File: src/rtl/height_slope_colorizer_assert.svh
// Assertion macros for the height slope colorizer.
// Used by height_slope_colorizer.sv; expects i_clk and i_rst_n in the including scope.
`ifndef HEIGHT_SLOPE_COLORIZER_ASSERT_SVH
`define HEIGHT_SLOPE_COLORIZER_ASSERT_SVH

// Consequent must hold in the same cycle as the antecedent.
`define HSC_ASSERT_NOW(label, ante, cons, msg) \
    label: assert property (@(posedge i_clk) disable iff (!i_rst_n) (ante) |-> (cons)) \
        else $error(msg);

// Consequent must hold in the cycle after the antecedent.
`define HSC_ASSERT_NEXT(label, ante, cons, msg) \
    label: assert property (@(posedge i_clk) disable iff (!i_rst_n) (ante) |=> (cons)) \
        else $error(msg);

`endif

File: src/rtl/hsc_div_pipe.sv
// Pipelined restoring divider: one quotient bit per stage, several lanes that share
// one divisor per transaction, with a sideband word carried alongside. No dependencies.
module hsc_div_pipe #(
    parameter int LANES  = 3,
    parameter int NUM_W  = 8,
    parameter int DEN_W  = 8,
    parameter int SIDE_W = 8
) (
    input  logic                           i_clk,
    input  logic                           i_rst_n,
    input  logic                           i_en,
    input  logic                           i_valid,
    input  logic [LANES-1:0][NUM_W-1:0]    i_num,
    input  logic [DEN_W-1:0]               i_den,
    input  logic [SIDE_W-1:0]              i_side,
    output logic                           o_valid,
    output logic [LANES-1:0][NUM_W-1:0]    o_quot,
    output logic [LANES-1:0][DEN_W-1:0]    o_rem,
    output logic [SIDE_W-1:0]              o_side
);

    logic                        r_vld  [NUM_W];
    logic [LANES-1:0][DEN_W-1:0] r_rem  [NUM_W];
    logic [LANES-1:0][NUM_W-1:0] r_nq   [NUM_W];
    logic [DEN_W-1:0]            r_den  [NUM_W];
    logic [SIDE_W-1:0]           r_side [NUM_W];

    logic                        w_vld_p  [NUM_W];
    logic [LANES-1:0][DEN_W-1:0] w_rem_p  [NUM_W];
    logic [LANES-1:0][NUM_W-1:0] w_nq_p   [NUM_W];
    logic [DEN_W-1:0]            w_den_p  [NUM_W];
    logic [SIDE_W-1:0]           w_side_p [NUM_W];
    logic [LANES-1:0][DEN_W-1:0] n_rem    [NUM_W];
    logic [LANES-1:0][NUM_W-1:0] n_nq     [NUM_W];

    for (genvar k = 0; k < NUM_W; k++) begin : g_stage
        if (k == 0) begin : g_first
            assign w_vld_p[k]  = i_valid;
            assign w_rem_p[k]  = '0;
            assign w_nq_p[k]   = i_num;
            assign w_den_p[k]  = i_den;
            assign w_side_p[k] = i_side;
        end else begin : g_next
            assign w_vld_p[k]  = r_vld[k-1];
            assign w_rem_p[k]  = r_rem[k-1];
            assign w_nq_p[k]   = r_nq[k-1];
            assign w_den_p[k]  = r_den[k-1];
            assign w_side_p[k] = r_side[k-1];
        end

        // The numerator shifts out at the top while quotient bits shift in at the bottom.
        for (genvar l = 0; l < LANES; l++) begin : g_lane
            logic [DEN_W:0] w_trial;
            logic [DEN_W:0] w_diff;
            logic           w_ge;

            assign w_trial = {w_rem_p[k][l], w_nq_p[k][l][NUM_W-1]};
            assign w_diff  = w_trial - {1'b0, w_den_p[k]};
            assign w_ge    = (w_trial >= {1'b0, w_den_p[k]});
            assign n_rem[k][l] = w_ge ? w_diff[DEN_W-1:0] : w_trial[DEN_W-1:0];
            assign n_nq[k][l]  = {w_nq_p[k][l][NUM_W-2:0], w_ge};
        end

        always_ff @(posedge i_clk) begin
            if (!i_rst_n) begin
                r_vld[k] <= 1'b0;
            end else if (i_en) begin
                r_vld[k] <= w_vld_p[k];
            end
        end

        always_ff @(posedge i_clk) begin
            if (i_en) begin
                r_rem[k]  <= n_rem[k];
                r_nq[k]   <= n_nq[k];
                r_den[k]  <= w_den_p[k];
                r_side[k] <= w_side_p[k];
            end
        end
    end

    assign o_valid = r_vld[NUM_W-1];
    assign o_quot  = r_nq[NUM_W-1];
    assign o_rem   = r_rem[NUM_W-1];
    assign o_side  = r_side[NUM_W-1];

endmodule
File: config.mk
export PLATFORM = sky130hd
export DESIGN_NAME = hsc_div_pipe
export DESIGN_NICKNAME = d
export VERILOG_FILES = /design/src/rtl/height_slope_colorizer_assert.svh /design/src/rtl/hsc_div_pipe.sv
export SDC_FILE = /design/constraint.sdc
export NUM_CORES = 1
export LEC_CHECK = 0
export BUFFER_PORTS_ARGS = -buffer_cell sky130_fd_sc_hd__buf_2
export CAP_MARGIN = 20
export CORE_MARGIN = 3
export CORE_UTILIZATION = 57
export CTS_CLUSTER_SIZE = 20
export DETAILED_ROUTE_END_ITERATION = 16
export PLACE_DENSITY = 0.75
export SLEW_MARGIN = 20
export SYNTH_ARGS = -nofsm -noshare
export SYNTH_HDL_FRONTEND = slang
export SYNTH_SLANG_ARGS = --single-unit
File: constraint.sdc
create_clock -name i_clk -period 2.7 [get_ports i_clk]
set_input_delay 0 -clock i_clk [delete_from_list [all_inputs] [get_ports i_clk]]
set_output_delay 0 -clock i_clk [all_outputs]
set_load 0.01 [all_outputs]
Word level (Yosys, flattened, before mapping). Memory sizes are Yosys's and may differ from the RTL's. Cells that the tools add are included. W data, S select, Z words.

Word-level logic and storage cells: 98. Output and inout port bits: 57. Bits of input ports: 44. Memories kept: 5. Bits in registers: 0. Bits in writable memories: 520.

Memory list: r_nq (depth 8, bits a word 24, read ports 8, clocked after memory_dff 0, wr ports 8, RTL line hsc_div_pipe.sv:24) `logic [LANES-1:0][NUM_W-1:0] r_nq [NUM_W];`; r_rem (depth 8, bits a word 24, read ports 8, clocked after memory_dff 0, wr ports 8, RTL line hsc_div_pipe.sv:23) `logic [LANES-1:0][DEN_W-1:0] r_rem [NUM_W];`; r_den (depth 8, bits a word 8, read ports 7, clocked after memory_dff 0, wr ports 8, RTL line hsc_div_pipe.sv:25) `logic [DEN_W-1:0] r_den [NUM_W];`; r_side (depth 8, bits a word 8, read ports 8, clocked after memory_dff 0, wr ports 8, RTL line hsc_div_pipe.sv:26) `logic [SIDE_W-1:0] r_side [NUM_W];`; r_vld (depth 8, bits a word 1, read ports 8, clocked after memory_dff 0, wr ports 8, RTL line hsc_div_pipe.sv:22) `logic r_vld [NUM_W];`.

Order comparisons: 24. Mux-type cells: 37. Add/sub/neg operators: 24. Bitwise operators: 8.

Operator list (count): $mux W8 (24); $ge A9 B8 Y1 (21); $sub A8 B8 Y8 (21); $ge A1 B8 Y1 (3); $sub A1 B8 Y8 (3); $mux W1 (13); $or A1 B1 Y1 (8).

Logic depth before layout (Yosys ltp).
Word-level depth: 4. Depth in mapped cells: 8. Gate-level depth less buffers: 8.

Worst setup path before layout. OpenSTA, ideal clock, no wires.

Path type: flip-flop to flip-flop. From: memory r_den[4][1]. To: memory r_rem[1][26] (netlist bit), data pin. Arrival: 1.914 ns. Stages on the path, launching flop included: 8. Library setup time: 0.260 ns. Setup slack: 0.526 ns. Data required time: 2.440 ns. Cells stage by stage: edfxtp_1 -> inv_1 -> ha_1 -> nor2b_1 -> o21ai_0 -> o21ai_1 -> a21oi_4 -> mux2_2.

RTL lines (RTL line): from (decl) (hsc_div_pipe.sv:25); to (decl) (hsc_div_pipe.sv:23).

==> results.py <==
metrics = {
    "detailed_routing": {
        "drt_drc_violations_left": 0,
        "wirelength_mm": 48.7,
        "wire_per_inst_um": 18.0,
        "vias": 15037,
        "ant_nets": 0,
        "avgViaCountPerCell": 5.56,
        "drtIter0Drc": 908,
        "drt_first_pass_iters": 5,
    },
    "logic_synthesis": {
        "synth_cell_types": 69,
        "synthFlopType": "edfxtp_1",
        "synth-seq-cells": 512,
        "netlist_instances": 1871,
        "yosysSeqAreaShare_pct": 60.8,
        "syn_area_um2": 25300,
        "async_flop_share_pct": 0,
        "postSynthAreaPerCell_um2": 13.5,
        "synth_nets": 2110,
        "yosys_warnings": 0,
        "synth_edf_count": 511,
    },
    "worst_setup_path": {
        "crit_path_start_kind": "flop",
        "rrSetupSlack_ns": 0.14,
        "cp_data_required_time_ns": 3.03,
        "critPathArrivalTime_ns": 2.89,
        "end_kind": "flop",
        "crit_start": "r_den[1][6]$_DFFE_PP_",
        "worstPathMaxFanout": 8,
        "worst-setup-path-type": "flop to flop",
        "r2r_start": "r_den[1][6]$_DFFE_PP_",
    },
    "pwr": {
        "p_switching_mw": 8.06,
        "ir_drop_uv": 599,
        "power_frac_clock_pct": 28.0,
        "p_int_mw": 18.9,
        "combinationalPowerShare_pct": 30.1,
        "power.leakage_nw": 11.3,
        "seq_power_share_pct": 41.9,
        "swShare_pct": 29.8,
        "p_per_area_nw_per_um2": 933,
    },
    "sta": {
        "skew_ns": 0.0111,
        "tightest_slew_ns": 0.697,
        "hold_violations": 0,
        "maxSlewViolCount": 0,
        "layout_min_cycle_time_ns": 2.56,
        "layout_worst_path_cycle_share_pct": 94.8,
        "max_freq_mhz": 391,
        "rsz0062_at_grt": "no",
        "final-setup-viol-count": 0,
        "fin_setup_tns_ns": 0,
        "slew_headroom_pct": 53.6,
        "final.setup.worst_slack_ns": 0.141,
    },
    "clocking": {
        "cts.sinks": 512,
        "cts_setup_buffers": 0,
        "cts.htree.levels": 2,
        "cts_made_buffers": 52,
        "clockBufferDepth": 3,
        "path_clk_slew_ns": 0.06,
        "cts_tree": "yes",
        "clock-root-buffer": "clkbuf_16",
        "clk_latency_ns": 0.58,
    },
    "worst_hold_path": {
        "min_from": "i_num[22]",
        "min_path_type": "input port to flop",
    },
    "global_route": {
        "grt.overflow.total": 0,
        "antenna_found_initial": 0,
        "grtUsageTotal_pct": 21.0,
        "grt_pass1_vias": 15423,
        "grt_max_degree": 82,
        "grt_pass1_wl_mm": 78.4,
    },
    "layout": {
        "final_util_pct": 66.6,
        "final_cell_mix": "511 x edfxtp_1, 174 x ha_1, 140 x inv_1",
        "final_common_cell": "edfxtp_1",
        "syn_to_final_growth_pct": 14.4,
        "num-fill-cells": 3092,
        "instances_no_fill": 2705,
        "layout-drive-gt1-share_pct": 15.1,
        "num-nets-final": 2316,
    },
    "run": {
        "drv_cap": 0,
    },
    "die": {
        "die_area_um2": 46900,
        "row_count": 76,
        "core_um2": 43500,
        "start_util_pct": 58.2,
        "die_w_um": 217,
        "pin_count": 101,
        "die_height_um": 217,
    },
    "place": {
        "routabilityCongestion": 0.893,
        "pre_cts_ws_ns": 0.140,
        "dpl.cell_count": 2565,
        "portBuffers": 100,
        "hpwl_mm": 35.6,
    },
    "status": {
        "status": "finished clean",
    },
}
-- what timing repair did --
action / CTS / global route
gates resized for setup: 0 / 0
hold buffers: 43 / 0
endpoints found under the hold margin: 142 / 0
-- synth_stat cells (all sizes together) (11+ instances only) --
| master | n | area, um^2 |
|---|---|---|
| a211oi | 16 | 120 |
| a21boi | 18 | 191 |
| a21o | 31 | 233 |
| a21oi | 102 | 586 |
| a221oi | 11 | 219 |
| a31o | 12 | 105 |
| a31oi | 14 | 87.6 |
| and2 | 17 | 111 |
| and3 | 15 | 93.8 |
| buf | 20 | 146 |
| edfxtp | 511 | 15300 |
| fa | 21 | 420 |
| ha | 174 | 2180 |
| inv | 142 | 533 |
| mux2 | 47 | 548 |
| mux2i | 28 | 280 |
| nand2 | 117 | 439 |
| nand2b | 34 | 213 |
| nand3 | 24 | 120 |
| nor2 | 84 | 315 |
| nor2b | 36 | 225 |
| nor3 | 17 | 85.1 |
| o21a | 42 | 315 |
| o21ai | 143 | 723 |
| o31a | 11 | 96.3 |
| o31ai | 20 | 150 |
| xnor2 | 34 | 298 |
| xor2 | 36 | 315 |
-- layer usage --
| layer | vias up | track usage, % | part of all wire [%] |
|---|---|---|---|
| met5 | - | 0 | 0 |
| li1 | 7458 | - | - |
| met3 | 127 | 3.24 | 3.2 |
| met4 | 0 | 9.15 | 4.5 |
| met2 | 311 | 39.9 | 54 |
| met1 | 7141 | 23.3 | 39 |
-- per-stage QoR --
step,power [mW],hold slack [ns],area [um^2]
2_1_floorplan,17.3,0.0989,25300
3_3_place_gp,19.2,0.176,26700
3_5_place_dp,19.5,0.178,26700
4_1_cts,27.2,0.0861,28900
5_1_grt,28.6,0.100,28900
6_report,27.0,0.131,28900
-- flip-flops by register name, indices dropped and copies added, names as in the netlist --
register / count
r_den: 56
r_nq: 192
r_rem: 192
r_side: 64
r_vld: 8
-- power groups by stage --
stage | Clock (mW) | Combinational, mW | Sequential, mW
after floorplan | 0 | 5.98 | 11.3
after global routing | 8.08 | 9.07 | 11.4
after detailed placement | 0 | 8.00 | 11.5
after global placement | 0 | 7.76 | 11.5
final | 7.56 | 8.13 | 11.3
after CTS | 7.74 | 8.11 | 11.3
-- worst max-delay path, stage by stage (launching register included) --
cell      delay [ns]
edfxtp_1        0.45
inv_1           0.23
ha_1            0.36
a21oi_2         0.21
o21ai_0         0.11
a21boi_1        0.21
a21boi_4        0.35
mux2_2          0.38
-- layout make-up --
cell class	instances	area, um^2	share of cell area [%]
diodes	1	2.50	0.00865
clock buffers	61	1380	4.76
clock inverters	35	453	1.57
inverters	142	533	1.84
multi-input cells	1195	9240	31.9
flip-flops and latches	512	15400	53.1
well taps	585	732	2.53
repair buffers	174	1240	4.27
-- final timing paths --
check,end,cells after the start
worst min register to register,r_nq[1][84]$_DFFE_PP_,0
worst max-delay path,r_rem[0][68]$_DFFE_PP_,7
worst max register to register,r_rem[0][68]$_DFFE_PP_,7
worst min-delay path,r_nq[0][23]$_DFFE_PP_,2
-- kinds of logic (layout without fill, tap and decap cells) --
| kind of cell | count (synthesis) | count (layout) | synth area share [%] |
|---|---|---|---|
| compound gates | 456 | 456 | 12.6 |
| xor+xnor | 70 | 70 | 2.42 |
| fa+ha+maj | 195 | 195 | 10.3 |
| buf+inv | 164 | 412 | 2.72 |
| flops | 512 | 512 | 60.8 |
| mux | 75 | 75 | 3.28 |
| other cells | 0 | 1 | 0 |
| simple gates | 399 | 399 | 7.98 |
(Power assumes the default switching activity.)
